## src/rtl/core/pct_pkg.sv

```systemverilog
`timescale 1ns / 1ps

package pct_pkg;

	localparam int PIN_COUNT        = 24;
	localparam int RASTERS_PER_BAND = 29;
	localparam int ROW_W            = $clog2(PIN_COUNT);
	localparam int CNT_W            = $clog2(RASTERS_PER_BAND);
	localparam int PHASE_W          = 3;

	localparam logic [PHASE_W-1:0] PHASE_LAST  = 3'd4;
	localparam logic [CNT_W-1:0]   RASTER_LAST = CNT_W'(RASTERS_PER_BAND - 1);
	localparam logic [ROW_W-1:0]   ROW_LAST    = ROW_W'(PIN_COUNT - 1);

	typedef logic [PIN_COUNT-1:0][7:0] pin_bank_t;

	typedef struct packed {
		logic      valid;
		pin_bank_t rows;
	} col_push_t;

	typedef struct packed {
		logic [ROW_W-1:0] row;
		logic             first;
	} row_sel_t;

	// Rows k with k mod 5 == phase take two rasters, so every five rows take six rasters.
	function automatic row_sel_t map_row(input logic [PHASE_W-1:0] phase,
			input logic [CNT_W-1:0] r);
		logic [2:0] q;
		logic [5:0] base;
		logic [2:0] m;
		logic [2:0] off;
		logic [5:0] row;
		row_sel_t   sel;
		if (r >= CNT_W'(24))
			q = 3'd4;
		else if (r >= CNT_W'(18))
			q = 3'd3;
		else if (r >= CNT_W'(12))
			q = 3'd2;
		else if (r >= CNT_W'(6))
			q = 3'd1;
		else
			q = 3'd0;
		base = 6'({3'd0, q} * 6'd6);
		m    = 3'(6'({1'b0, r}) - base);
		off  = (m <= phase) ? m : 3'(m - 3'd1);
		row  = 6'(6'({3'd0, q} * 6'd5) + 6'({3'd0, off}));
		if (row >= 6'(PIN_COUNT)) begin
			sel.row   = ROW_LAST;
			sel.first = 1'b0;
		end else begin
			sel.row   = row[ROW_W-1:0];
			sel.first = (m != 3'(phase + 3'd1));
		end
		return sel;
	endfunction

endpackage

```

## src/rtl/core/pct_front.sv

```systemverilog
`timescale 1ns / 1ps

module pct_front (
	input  logic                clk,
	input  logic                arst_n,
	input  logic                accept,
	input  logic [7:0]          raster_byte,
	input  logic                page_start,
	input  logic                band_end,
	output pct_pkg::col_push_t  col_push
);
	import pct_pkg::*;

	pin_bank_t          rows_q;
	logic [PHASE_W-1:0] phase_q;
	logic [CNT_W-1:0]   cnt_q;

	logic [PHASE_W-1:0] phase_eff;
	logic [CNT_W-1:0]   cnt_eff;
	row_sel_t           sel;
	logic [7:0]         row_val;
	pin_bank_t          rows_next;
	logic               col_done;

	always_comb begin
		phase_eff = page_start ? '0 : phase_q;
		cnt_eff   = page_start ? '0 : cnt_q;
		sel       = map_row(phase_eff, cnt_eff);
		row_val   = sel.first ? raster_byte : (rows_q[sel.row] | raster_byte);
		rows_next = rows_q;
		rows_next[sel.row] = row_val;
		col_done  = (cnt_eff == RASTER_LAST);
		col_push.valid = accept && col_done;
		col_push.rows  = rows_next;
	end

	always_ff @(posedge clk) begin
		if (accept)
			rows_q <= rows_next;
	end

	always_ff @(posedge clk or negedge arst_n) begin
		if (!arst_n) begin
			phase_q <= '0;
			cnt_q   <= '0;
		end else if (accept) begin
			cnt_q <= col_done ? '0 : CNT_W'(cnt_eff + 1'b1);
			if (band_end)
				phase_q <= (phase_eff >= PHASE_LAST) ? '0 : PHASE_W'(phase_eff + 1'b1);
			else
				phase_q <= phase_eff;
		end
	end

endmodule

```

## src/rtl/core/pct_colq.sv

```systemverilog
`timescale 1ns / 1ps

module pct_colq #(
	parameter int DEPTH = 2
) (
	input  logic               clk,
	input  logic               arst_n,
	input  pct_pkg::col_push_t col_push,
	output logic               full,
	output logic               head_valid,
	output pct_pkg::pin_bank_t head_rows,
	input  logic               head_pop
);
	import pct_pkg::*;

	localparam int PTR_W = (DEPTH > 1) ? $clog2(DEPTH) : 1;
	localparam int CNT_W = $clog2(DEPTH + 1);

	pin_bank_t        store_q [DEPTH];
	logic [PTR_W-1:0] wr_ptr_q;
	logic [PTR_W-1:0] rd_ptr_q;
	logic [CNT_W-1:0] count_q;
	logic             do_pop;

	assign full       = (count_q == CNT_W'(DEPTH));
	assign head_valid = (count_q != '0);
	assign head_rows  = store_q[rd_ptr_q];
	assign do_pop     = head_pop && head_valid;

	always_ff @(posedge clk) begin
		if (col_push.valid)
			store_q[wr_ptr_q] <= col_push.rows;
	end

	always_ff @(posedge clk or negedge arst_n) begin
		if (!arst_n) begin
			wr_ptr_q <= '0;
			rd_ptr_q <= '0;
			count_q  <= '0;
		end else begin
			if (col_push.valid)
				wr_ptr_q <= (wr_ptr_q == PTR_W'(DEPTH - 1)) ? '0 : PTR_W'(wr_ptr_q + 1'b1);
			if (do_pop)
				rd_ptr_q <= (rd_ptr_q == PTR_W'(DEPTH - 1)) ? '0 : PTR_W'(rd_ptr_q + 1'b1);
			case ({col_push.valid, do_pop})
				2'b10:   count_q <= CNT_W'(count_q + 1'b1);
				2'b01:   count_q <= CNT_W'(count_q - 1'b1);
				default: count_q <= count_q;
			endcase
		end
	end

	a_no_push_full: assert property (@(posedge clk) disable iff (!arst_n)
		col_push.valid |-> !full)
		else $error("column pushed into full queue");

	a_count_bound: assert property (@(posedge clk) disable iff (!arst_n)
		count_q <= CNT_W'(DEPTH))
		else $error("column queue count overflow");

	a_ptr_sync: assert property (@(posedge clk) disable iff (!arst_n)
		(count_q == '0 || full) |-> (wr_ptr_q == rd_ptr_q))
		else $error("column queue pointers out of step with count");

endmodule

```

## src/rtl/core/pct_back.sv

```systemverilog
`timescale 1ns / 1ps

module pct_back (
	input  logic               clk,
	input  logic               arst_n,
	input  logic               head_valid,
	input  pct_pkg::pin_bank_t head_rows,
	output logic               head_pop,
	output logic               empty,
	input  logic               pop,
	output logic [7:0]         head_byte,
	output logic               last_of_column
);
	import pct_pkg::*;

	logic [2:0] pix_q;
	logic [1:0] grp_q;
	logic       xfer;

	assign empty          = !head_valid;
	assign xfer           = pop && head_valid;
	assign last_of_column = (pix_q == 3'd7) && (grp_q == 2'd2);
	assign head_pop       = xfer && last_of_column;

	always_comb begin
		for (int b = 0; b < 8; b++)
			head_byte[7-b] = head_rows[ROW_W'({grp_q, 3'(b)})][3'd7 - pix_q];
	end

	always_ff @(posedge clk or negedge arst_n) begin
		if (!arst_n) begin
			pix_q <= '0;
			grp_q <= '0;
		end else if (xfer) begin
			if (grp_q == 2'd2) begin
				grp_q <= '0;
				pix_q <= 3'(pix_q + 1'b1);
			end else begin
				grp_q <= 2'(grp_q + 1'b1);
			end
		end
	end

endmodule

```

## src/rtl/core/print_head_column_transposer.sv

```systemverilog
`timescale 1ns / 1ps

// Takes one raster byte per cycle (push/full) and, on the 29th byte of a column, hands the
// condensed 24-row column to a back end that gives out 24 head bytes, one per cycle
// (empty/pop), three per pixel from the leftmost. A column queue of QUEUE_DEPTH entries
// sits between the two, so the next column loads while the last one drains; full is high
// while the queue holds QUEUE_DEPTH columns not yet fully popped, which stalls loading.
// A column therefore takes 29 input bytes and yields 24 head bytes.
module print_head_column_transposer #(
	parameter int QUEUE_DEPTH = 2
) (
	input  logic       clk,
	input  logic       arst_n,
	input  logic       push,
	output logic       full,
	input  logic [7:0] raster_byte,
	input  logic       page_start,
	input  logic       band_end,
	output logic       empty,
	input  logic       pop,
	output logic [7:0] head_byte,
	output logic       last_of_column
);
	import pct_pkg::*;

	col_push_t col_push;
	logic      accept;
	logic      head_valid;
	pin_bank_t head_rows;
	logic      head_pop;

	assign accept = push && !full;

	pct_front u_front (
		.clk         (clk),
		.arst_n      (arst_n),
		.accept      (accept),
		.raster_byte (raster_byte),
		.page_start  (page_start),
		.band_end    (band_end),
		.col_push    (col_push)
	);

	pct_colq #(
		.DEPTH (QUEUE_DEPTH)
	) u_colq (
		.clk        (clk),
		.arst_n     (arst_n),
		.col_push   (col_push),
		.full       (full),
		.head_valid (head_valid),
		.head_rows  (head_rows),
		.head_pop   (head_pop)
	);

	pct_back u_back (
		.clk            (clk),
		.arst_n         (arst_n),
		.head_valid     (head_valid),
		.head_rows      (head_rows),
		.head_pop       (head_pop),
		.empty          (empty),
		.pop            (pop),
		.head_byte      (head_byte),
		.last_of_column (last_of_column)
	);

endmodule
```

## config.mk

```make
export PLATFORM = sky130hd
export DESIGN_NAME = print_head_column_transposer
export DESIGN_NICKNAME = d
export VERILOG_FILES = /design/src/rtl/core/pct_pkg.sv /design/src/rtl/core/pct_front.sv /design/src/rtl/core/pct_colq.sv /design/src/rtl/core/pct_back.sv /design/src/rtl/core/print_head_column_transposer.sv
export SDC_FILE = /design/constraint.sdc
export NUM_CORES = 1
export LEC_CHECK = 0
export ABC_CLOCK_PERIOD_IN_PS = 15660
export BUFFER_PORTS_ARGS = -buffer_cell sky130_fd_sc_hd__buf_4
export CORE_MARGIN = 2
export CORE_UTILIZATION = 40
export CTS_CLUSTER_DIAMETER = 80
export CTS_CLUSTER_SIZE = 16
export DETAILED_ROUTE_END_ITERATION = 8
export GPL_TIMING_DRIVEN = 1
export PLACE_DENSITY = 0.52
export SYNTH_ARGS = -nofsm -noshare
export SYNTH_HDL_FRONTEND = slang
export SYNTH_SLANG_ARGS = --single-unit
```

## constraint.sdc

```tcl
create_clock -name clk -period 15.66 [get_ports clk]
set_input_delay 2.349 -clock clk [delete_from_list [all_inputs] [get_ports clk]]
set_output_delay 2.349 -clock clk [all_outputs]
set_load 0.01 [all_outputs]
```

=== After elaboration in Yosys (flattened, before gate mapping) ===
Memory sizes are Yosys's and may differ from the RTL's.
Index checks and enable logic that the tools add are counted.

* Register bits: 209
* Bits in writable memories: 384
* Input port bits: 14
* Output and inout bits: 11
* Logic and storage cells: 139
* Memories kept: 1

{| class="wikitable"
|+ Memory list
! memory !! depth !! bits a word !! rd ports !! clocked after Yosys merged registers in !! wr ports !! RTL line !! source
|-
| u_colq.store_q || 2 || 192 || 1 || 0 || 1 || pct_colq.sv:19 || <nowiki>pin_bank_t store_q [DEPTH];</nowiki>
|}

* Add/sub/neg operators: 12
* Multipliers: 2
* $lt $le $gt $ge: 18
* Equality and inequality tests: 7
* Muxes and demuxes: 55
* Bitwise gates (word level): 1
* Reduce and logical (&&, ||, !) cells: 12

{| class="wikitable"
|+ Operators with widths
! operator !! number
|-
| bitwise mux 192 bit || 1
|-
| binary-select mux 8 bit (select 2 bit) || 8
|-
| two-way mux 8 bit || 11
|-
| less-than comparator 5 x 6 -> 1 bit, second input constant || 9
|-
| binary-select mux 8 bit (select 5 bit) || 1
|-
| demux 8 bit (select 5 bit) || 1
|-
| binary-select mux 1 bit (select 3 bit) || 8
|-
| two-way mux 3 bit || 7
|-
| two-way mux 1 bit || 13
|-
| >= comparator 5 bit, second input constant || 2
|-
| two-way mux 5 bit || 2
|-
| OR 8 bit || 1
|-
| logical AND 1 bit || 7
|-
| adder 3 x 1 -> 3 bit, second input constant || 2
|-
| adder 6 x 3 -> 6 bit || 1
|-
| equality test 2 bit, second input constant || 3
|-
| >= comparator 6 x 5 -> 1 bit, second input constant || 1
|-
| multiplier 3 x 3 -> 6 bit, second input constant || 1
|-
| two-way mux 6 bit || 1
|-
| adder 5 x 1 -> 5 bit, second input constant || 1
|-
| equality test 5 bit, second input constant || 1
|-
| >= comparator 5 x 1 -> 1 bit, second input constant || 1
|-
| >= comparator 5 x 3 -> 1 bit, second input constant || 1
|-
| >= comparator 5 x 4 -> 1 bit, second input constant || 1
|-
| other kinds (18) || 22
|}

=== Depth between registers and ports, before layout ===
Gate-level depths: netlist of run 1.

* Word-level depth: 18
* Gate-level depth with buffers: 25
* Mapped depth without buffers: 21

=== By module ===
A second synthesis of run 1 with hierarchy kept.

* Cells, all modules: 1740
* Area total of the unflattened synthesis: 27635.3 µm²

{| class="wikitable"
|+ By module, submodules not included
! module !! instances !! cells an instance !! area an instance (µm²) !! sequential area each (µm²)
|-
| pct_colq || 1 || 614 || 14068.5 || 11631.2
|-
| pct_front || 1 || 901 || 11469.8 || 5965.7
|-
| pct_back || 1 || 224 || 2083.2 || 125.1
|-
| print_head_column_transposer || 1 || 1 || 13.8 || 0.0
|}

=== Least setup slack after synthesis of run 1 ===
Ideal clock, no wire load.

* Path kind: input to register
* From: in push
* To: mem u_colq.store_q[0][0] in the netlist's numbering (enable)
* Setup time: 0.745 ns
* Data arrival time: 13.700 ns
* Required time: 14.915 ns
* Slack: 1.215 ns
* Cell stages on the path: 4
* Path buffers: 0
* Cells stage by stage: nand2_1 -> clkinv_1 -> nand2_1 -> nor2_1

* Word-level cells in the longest chain between the ends: 4

{| class="wikitable"
|+ Ends and longest elaborated chain
! element !! RTL line !! source
|-
| start, declared || print_head_column_transposer.sv:14 || <nowiki>input logic push,</nowiki>
|-
| logical AND 1 bit || print_head_column_transposer.sv:32 || <nowiki>assign accept = push && !full;</nowiki>
|-
| named net accept || print_head_column_transposer.sv:27 || <nowiki>logic accept;</nowiki>
|-
| logical AND 1 bit || pct_front.sv:33 || <nowiki>col_push.valid = accept && col_done;</nowiki>
|-
| two-way mux 1 bit || pct_colq.sv:31 || <nowiki>if (col_push.valid)</nowiki>
|-
| two-way mux 1 bit (not written as such) || pct_colq.sv:32 || <nowiki>store_q[wr_ptr_q] <= col_push.rows;</nowiki>
|-
| end, declared || pct_colq.sv:19 ||
|}

The timed path passes the listed nets, and every way through them passes these cells.

==> parameters.txt, run 1 <==
Parameter                              Value

Power and ir drop
  Sequential group share of total power    37.4%
  Static Leak    9.57 nW
  IR drop worst, VDD    111 uV
  Proportion of power drawn by the clock network    18.8%
  Int Power    3.40 mW
  Part of the total power dissipated in combinational logic    43.8%
  Sw frac    43.6%
  Sw power    2.63 mW
  PD cells    207 mW/mm^2

STA
  Number of endpoints with negative hold slack in the final report    0
  Period utilization    59.4%
  Worst slew margin relative to its limit    1.78%
  Final critical delay including setup and external delays    9.30 ns
  Clock Skew    0.0357 ns
  Minimum setup slack in the final design    6.36 ns
  Number of setup violations in the final report    0
  Final total negative setup slack    0 ns
  Transition time at the pin with the least slew margin    1.47 ns
  Number of pins exceeding their max-slew limit in the final report    0
  Fmax    107 MHz
  Unrepaired setup endpoints after global routing    false

Setup path
  Worst reg-to-reg setup slack    7.56 ns
  Gate family responsible for the most delay along the worst path    simple AND/OR/NAND/NOR gates
  Max stage delay on crit path    0.87 ns
  Startpoint-to-endpoint class of the critical path    primary input to flop
  WP depth    22
  R2R depth    21
  Library cell contributing the largest single delay on the critical path    o22ai_1
  Critical Path AT    9.60 ns
  Maximum fanout encountered on the critical timing path    20
  Count of buffering cells on the critical path with inverters included    4
  Top cell by count, worst path    ha_1
  Crit path capture type    flop
  CP Data Required Time    15.95 ns
  Critical path cell sequence    buf_4 > nand3b_4 > and2_1 > ha_1 > inv_1 > ha_1 > a21o_1 > a21oi_1 > a31oi_1 > mux2i_1 > ha_1 > ha_2 > inv_1 > fa_1 > and4bb_1 > o22ai_1 > nand4_1 > nand2_1 > o2111ai_1 > nor4_4 > buf_4 > o22ai_1
  Startpoint kind of the worst setup timing path    primary input

Cells and area
  Final layout net count    1883
  Fraction of layout instances using a drive strength above 1    15.6%
  Number of antenna diodes    0
  Fillers    5976
  P&R area growth vs syn    8.47%
  Final design utilization    43.6%
  Finished layout cell area    0.0292 sq mm

Placement
  Global placement routability congestion    0.895
  Instance area after placement    0.0279 sq mm
  Port Buffer Count    24
  Half-perimeter wire length after placement    56400 microns
  Worst Setup Slack post-DPL    5.90 ns

Routing
  Total number of vias    17.2k
  Detailed-router iteration count before antenna repair    6
  Routed wire length per instance    31.9 microns
  Detail Route Antenna Nets    0
  Remaining design rule violation count    0
  Post-DR vias/cell    6.27
  Drt first-iter violations    2400
  Final wirelength    87500 microns

Clock network
  CTS tree    yes
  # H-tree levels    2
  Max clock buf depth    3
  Number of buffers added by the clock tree synthesis step    45
  CTS sink cnt    593
  Worst-path clk slew    0.07 ns
  # resized after CTS    0
  Hold bufs inserted after CTS    0
  Number of setup buffers added after CTS    0
  Root buffer selected by CTS    clkbuf_16
  Worst skew pair latency    0.63 ns

Floorplanning
  Overall die width    263 microns
  Number of standard-cell rows in the floorplan    95
  I/O pin total    25
  Area of the die    0.0694 sq mm
  Initial standard-cell utilization of the core    40.2%
  Die height    263 microns
  Std-Cell Core Area    0.0669 sq mm

Outcome
  Outcome    finished clean

Min path
  Worst hold path cell count    2
  Hold crit path type    flop to flop

Synth
  Number of flops mapped to enable cells by yosys    576
  Post-Syn Instances    1878
  Number of synthesized register bits    593
  Average cell area after synthesis    14.3 sq um
  Synth Warn #    0
  Most used DFF post-synth    edfxtp_1
  Synthesized area    0.0269 sq mm
  Sequential share of the synthesized area    65.8%
  Number of unique standard cell types used by synthesis    87
  Proportion of synthesized flip-flops having asynchronous set or reset    2.87%
  Number of nets produced by synthesis    1909

Global routing
  Wire length of the first global-routing pass    126000 microns
  Vias in the first global route    16.7k
  Largest net degree at the start of global routing    84
  Tot GR Track Use    25.1%
  Initial antenna violation count    1
  Total congestion overflow    0

Flow run
  Number of max-cap violations    0
[state kept, by name (all words and copies together), names as in the netlist]
name	count
u_back.grp_q	2
u_back.pix_q	3
u_colq.rd_ptr_q	1
u_front.cnt_q	5
u_front.rows_q	192
u_colq.store_q	384
u_colq.wr_ptr_q	1
u_colq.count_q	2
u_front.phase_q	3
[cells in the mapped netlist, drive strengths merged, types with 5 or more instances]
cell	n	area, sq um
a2111oi	5	81.3
a211oi	5	37.5
a21o	5	37.5
a21oi	49	253
a221oi	8	76.3
a22oi	6	45.0
a31oi	10	75.1
and2	5	31.3
buf	67	410
clkbuf	74	278
dfrtp	17	425
edfxtp	576	17300
ha	16	200
inv	87	327
mux2	65	732
mux2i	85	851
mux4	65	1460
nand2	177	664
nand2b	13	81.3
nand3	22	128
nand4	11	68.8
nor2	45	171
nor2b	10	62.6
nor3	48	250
nor4	11	144
o2111ai	7	67.6
o211ai	27	203
o21a	8	60.1
o21ai	147	736
o221ai	40	357
o22ai	51	319
o2bb2ai	5	43.8
o31ai	27	213
or3	16	100
xnor2	8	70.1
[path summary, 6_finish.rpt]
check / end / start
max in group asynchronous: u_front.phase_q[1]$_DFFE_PN0P_ / arst_n
max reg2reg: u_colq.store_q[1][59]$_DFFE_PP_ / u_front.cnt_q[3]$_DFFE_PN0P_
min: u_front.phase_q[1]$_DFFE_PN0P_ / u_front.phase_q[1]$_DFFE_PN0P_
min in group asynchronous: u_colq.rd_ptr_q$_DFFE_PN0P_ / arst_n
min reg2reg: u_front.phase_q[1]$_DFFE_PN0P_ / u_front.phase_q[1]$_DFFE_PN0P_
max: u_colq.store_q[1][59]$_DFFE_PP_ / page_start
[area by class of cell]
cell class,count,area [sq um],area share (%)
Inverter,88,338,1.16
Sequential cell,593,17700,60.7
Multi-Input combinational cell,1056,8210,28.1
Tap cell,873,1090,3.74
Clock inverter,9,95.1,0.326
Timing Repair Buffer,68,510,1.75
Clock buffer,60,1220,4.19
[cells by family after synthesis]
kind of cell    Yosys count  synth area share (%)
flops                   593                  65.8
compound gates          435                  10.9
simple gates            377                  6.93
buf+inv                 229                  3.78
mux                     215                  11.3
fa+ha+maj                17                 0.818
xor+xnor                 12                 0.390
[worst min-delay path: stages (launching register included)]
cell     delay, ns
dfrtp_1       0.35
nand2_1       0.05
nand2_1       0.05
[cell usage in the layout, fill, tap and decap left out, drive strengths merged, types with 6 or more instances in the layout]
cell     synthesis  layout
o211ai          27      27
nand4           11      11
nand3           22      22
a31oi           10      10
o31ai           27      27
ha              16      16
clkbuf          74      60
o221ai          40      40
inv             87      92
nand2          177     177
o21ai          147     147
o2111ai          7       7
nor2            45      45
a221oi           8       8
mux2i           85      85
nor2b           10      10
a21oi           49      49
mux2            65      65
o21a             8       8
dfrtp           17      17
or3             16      16
nand2b          13      13
buf             67      68
a22oi            6       6
xnor2            8       8
mux4            65      65
edfxtp         576     576
nor4            11      11
nor3            48      48
o22ai           51      51
[routing by layer]
layer | global-route usage [%] | vias up | share of wire, %
met5 | 0 | - | 0.010
met4 | 9.20 | 2 | 3.9
met3 | 3.80 | 176 | 7.5
met2 | 39.3 | 845 | 46
met1 | 35.6 | 8895 | 43
li1 | - | 7292 | -
[power by group through the flow]
| stage | clock (mW) | sequential [mW] | combinational, mW |
|---|---|---|---|
| 2_1_floorplan | 0 | 2.21 | 1.54 |
| 3_3_place_gp | 0 | 2.28 | 2.54 |
| 3_5_place_dp | 0 | 2.28 | 2.56 |
| 4_1_cts | 1.15 | 2.25 | 2.57 |
| 5_1_grt | 1.20 | 2.27 | 2.76 |
| 6_report | 1.13 | 2.26 | 2.64 |
[metrics by stage]
stage	total power, mW	cells	hold WS [ns]
floorplan	3.75	1878	0.440
CTS	5.97	2747	0.486
global placement	4.82	2678	0.468
global route	6.23	2747	0.507
finish	6.03	2747	0.486
detailed placement	4.84	2678	0.471
(Power assumes the default switching activity.)
==> inputs of run 2 (changes only) <==
--- a/config.mk
+++ b/config.mk
@@ -5,7 +5,7 @@
 export SDC_FILE = /design/constraint.sdc
 export NUM_CORES = 1
 export LEC_CHECK = 0
-export ABC_CLOCK_PERIOD_IN_PS = 15660
+export ABC_CLOCK_PERIOD_IN_PS = 9300
 export BUFFER_PORTS_ARGS = -buffer_cell sky130_fd_sc_hd__buf_4
 export CORE_MARGIN = 2
 export CORE_UTILIZATION = 40
==> constraint.sdc (replaced) <==
create_clock -name clk -period 9.3 [get_ports clk]
set_input_delay 1.395 -clock clk [delete_from_list [all_inputs] [get_ports clk]]
set_output_delay 1.395 -clock clk [all_outputs]
set_load 0.01 [all_outputs]
==> parameters.txt, run 2 (synthesized netlist as in run 1, its figures left out) <==
Parameter                              Value

Power and ir drop
  IR drop worst, VDD    281 uV
  PD cells    343 mW/mm^2
  Int Power    5.69 mW
  Proportion of power drawn by the clock network    18.4%
  Sw power    4.32 mW
  Sequential group share of total power    38.1%
  Sw frac    43.1%
  Static Leak    9.57 nW
  Part of the total power dissipated in combinational logic    43.5%

Cells and area
  Final layout net count    1885
  Number of non-filler instances in the completed layout    2749
  Fraction of layout instances using a drive strength above 1    15.5%
  Biggest register    u_colq.store_q
  Number of antenna diodes    0
  Number of flip-flops in the largest register    384
  P&R area growth vs syn    8.49%
  Largest registers    u_colq.store_q (384), u_front.rows_q (192), u_front.cnt_q (5)
  Most frequent standard cell in the layout excluding fill and tap cells    edfxtp_1
  Top library cells by usage in the layout, fill and taps aside    576 x edfxtp_1, 177 x nand2_1, 136 x o21ai_0
  Fillers    6073
  Final design utilization    43.6%

Clock network
  Worst skew pair latency    0.60 ns
  # resized after CTS    0
  # H-tree levels    2
  Worst-path clk slew    0.07 ns
  Root buffer selected by CTS    clkbuf_16
  Max clock buf depth    3
  CTS sink cnt    593
  Number of buffers added by the clock tree synthesis step    44
  Hold bufs inserted after CTS    0
  Number of setup buffers added after CTS    0
  CTS tree    yes

STA
  Number of setup violations in the final report    0
  Number of pins exceeding their max-slew limit in the final report    0
  Final total negative setup slack    0 ns
  Minimum setup slack in the final design    1.87 ns
  Worst slew margin relative to its limit    24.1%
  Number of endpoints with negative hold slack in the final report    0
  Transition time at the pin with the least slew margin    1.13 ns
  Unrepaired setup endpoints after global routing    false
  Clock Skew    0.0226 ns
  Final critical delay including setup and external delays    7.43 ns
  Period utilization    79.9%
  Fmax    135 MHz

Floorplanning
  Die height    263 microns
  Area of the die    0.0694 sq mm
  Number of standard-cell rows in the floorplan    95
  Initial standard-cell utilization of the core    40.2%
  I/O pin total    25
  Std-Cell Core Area    0.0669 sq mm
  Overall die width    263 microns

Placement
  Global placement routability congestion    0.904
  Port Buffer Count    24
  Worst Setup Slack post-DPL    1.37 ns
  Half-perimeter wire length after placement    52100 microns
  Placed cells    2681

Global routing
  Vias in the first global route    16.4k
  Tot GR Track Use    23.2%
  Largest net degree at the start of global routing    135
  Total congestion overflow    0
  Wire length of the first global-routing pass    118000 microns
  Initial antenna violation count    1

Outcome
  Outcome    finished clean

Setup path
  Endpoint of the lowest-slack register-to-register path    u_front.rows_q[70]$_DFFE_PP_
  Crit path capture type    flop
  Library cell contributing the largest single delay on the critical path    or3_1
  Reg-to-reg critical path startpoint    u_front.cnt_q[3]$_DFFE_PN0P_
  Maximum fanout encountered on the critical timing path    24
  Worst reg-to-reg setup slack    2.10 ns
  CP Data Required Time    9.57 ns
  Startpoint-to-endpoint class of the critical path    primary input to flop
  R2R depth    22
  Max stage delay on crit path    0.82 ns
  Critical path cell sequence    buf_4 > nand3b_4 > and2_1 > ha_1 > inv_1 > ha_1 > a21o_1 > a21oi_1 > a31oi_1 > mux2i_1 > ha_1 > ha_2 > inv_1 > fa_1 > and4bb_1 > o22ai_1 > buf_4 > nand3_4 > or3_1 > buf_4 > nor2_1 > a31o_2 > o21ai_0
  Critical Path AT    7.70 ns
  Startpoint kind of the worst setup timing path    primary input

Min path
  Worst hold path cell count    2
  Endpoint of the worst hold path    u_front.phase_q[1]$_DFFE_PN0P_
  Hold path startpoint    u_front.phase_q[1]$_DFFE_PN0P_
  Hold crit path type    flop to flop

Routing
  Total number of vias    16.7k
  Routed wire length per instance    29.5 microns
  Detail Route Antenna Nets    0
  Post-DR vias/cell    6.08
  Final wirelength    81200 microns
  Remaining design rule violation count    0
  Detailed-router iteration count before antenna repair    6
  Drt first-iter violations    2044

Flow run
  Number of max-cap violations    0
[run 2: cell count changes in the layout (fill, tap and decap cells not counted), moves of 2 or more]
| cell | change |
|---|---|
| inv_8 | -2 |
| clkbuf_1 | +2 |
| clkinv_8 | +2 |
| buf_12 | +2 |
[run 2: cell type report]
| cell class | count | area, sq um | area share (%) |
|---|---|---|---|
| sequential | 593 | 17700 | 60.7 |
| multi-input combinational | 1056 | 8200 | 28.1 |
| clock buffer | 61 | 1210 | 4.13 |
| tap | 873 | 1090 | 3.74 |
| timing repair buffer | 71 | 556 | 1.90 |
| inverter | 88 | 338 | 1.16 |
| clock inverter | 7 | 78.8 | 0.270 |
[run 2: how the worst max path moves through the flow]
stage,from,endpoint,slack (ns),cells after the start
3_5_place_dp,page_start,u_colq.store_q[0][47]$_DFFE_PP_,1.37,19
4_1_cts,page_start,u_colq.store_q[1][47]$_DFFE_PP_,2.02,19
3_3_place_gp,page_start,u_colq.store_q[0][63]$_DFFE_PP_,0.88,23
2_1_floorplan,push,u_colq.store_q[1][0]$_DFFE_PP_,0.86,3
5_1_grt,page_start,u_colq.store_q[1][82]$_DFFE_PP_,1.44,20
6_report,page_start,u_front.rows_q[70]$_DFFE_PP_,1.87,23
[run 2: per-layer routing]
| layer | track usage (%) | wire, microns | share of wire (%) | vias to the layer above |
|---|---|---|---|---|
| li1 | - | - | - | 7276 |
| met1 | 33.6 | 35700 | 44 | 8618 |
| met2 | 36.2 | 37300 | 46 | 686 |
| met3 | 3.00 | 5460 | 6.7 | 131 |
| met4 | 8.11 | 2760 | 3.4 | 0 |
| met5 | 0 | 0 | 0 | - |
[run 2: metrics by stage]
stage | hold slack (ns) | total power [mW] | cell area [sq um]
finish | 0.481 | 10.0 | 29200
global route | 0.508 | 10.4 | 29200
CTS | 0.480 | 9.97 | 29200
detailed placement | 0.463 | 8.11 | 27900
global placement | 0.467 | 8.07 | 27900
floorplan | 0.440 | 6.31 | 26900
[run 2: critical path, delay by kind of cell]
kind                     cells  cell delay (ns)
AO/OA/AOI/OAI                6             1.41
buffers and inverters        5             0.89
AND/OR/NAND/NOR              6             2.11
multiplexers                 1             0.26
adder cells (fa/ha/maj)      5             1.58
[run 2: power by group through the flow]
stage	Sequential [mW]	Clock (mW)	Combinational [mW]
5_1_grt	3.83	1.98	4.57
3_5_place_dp	3.86	0	4.26
2_1_floorplan	3.72	0	2.59
3_3_place_gp	3.86	0	4.21
4_1_cts	3.80	1.89	4.27
6_report	3.81	1.85	4.35
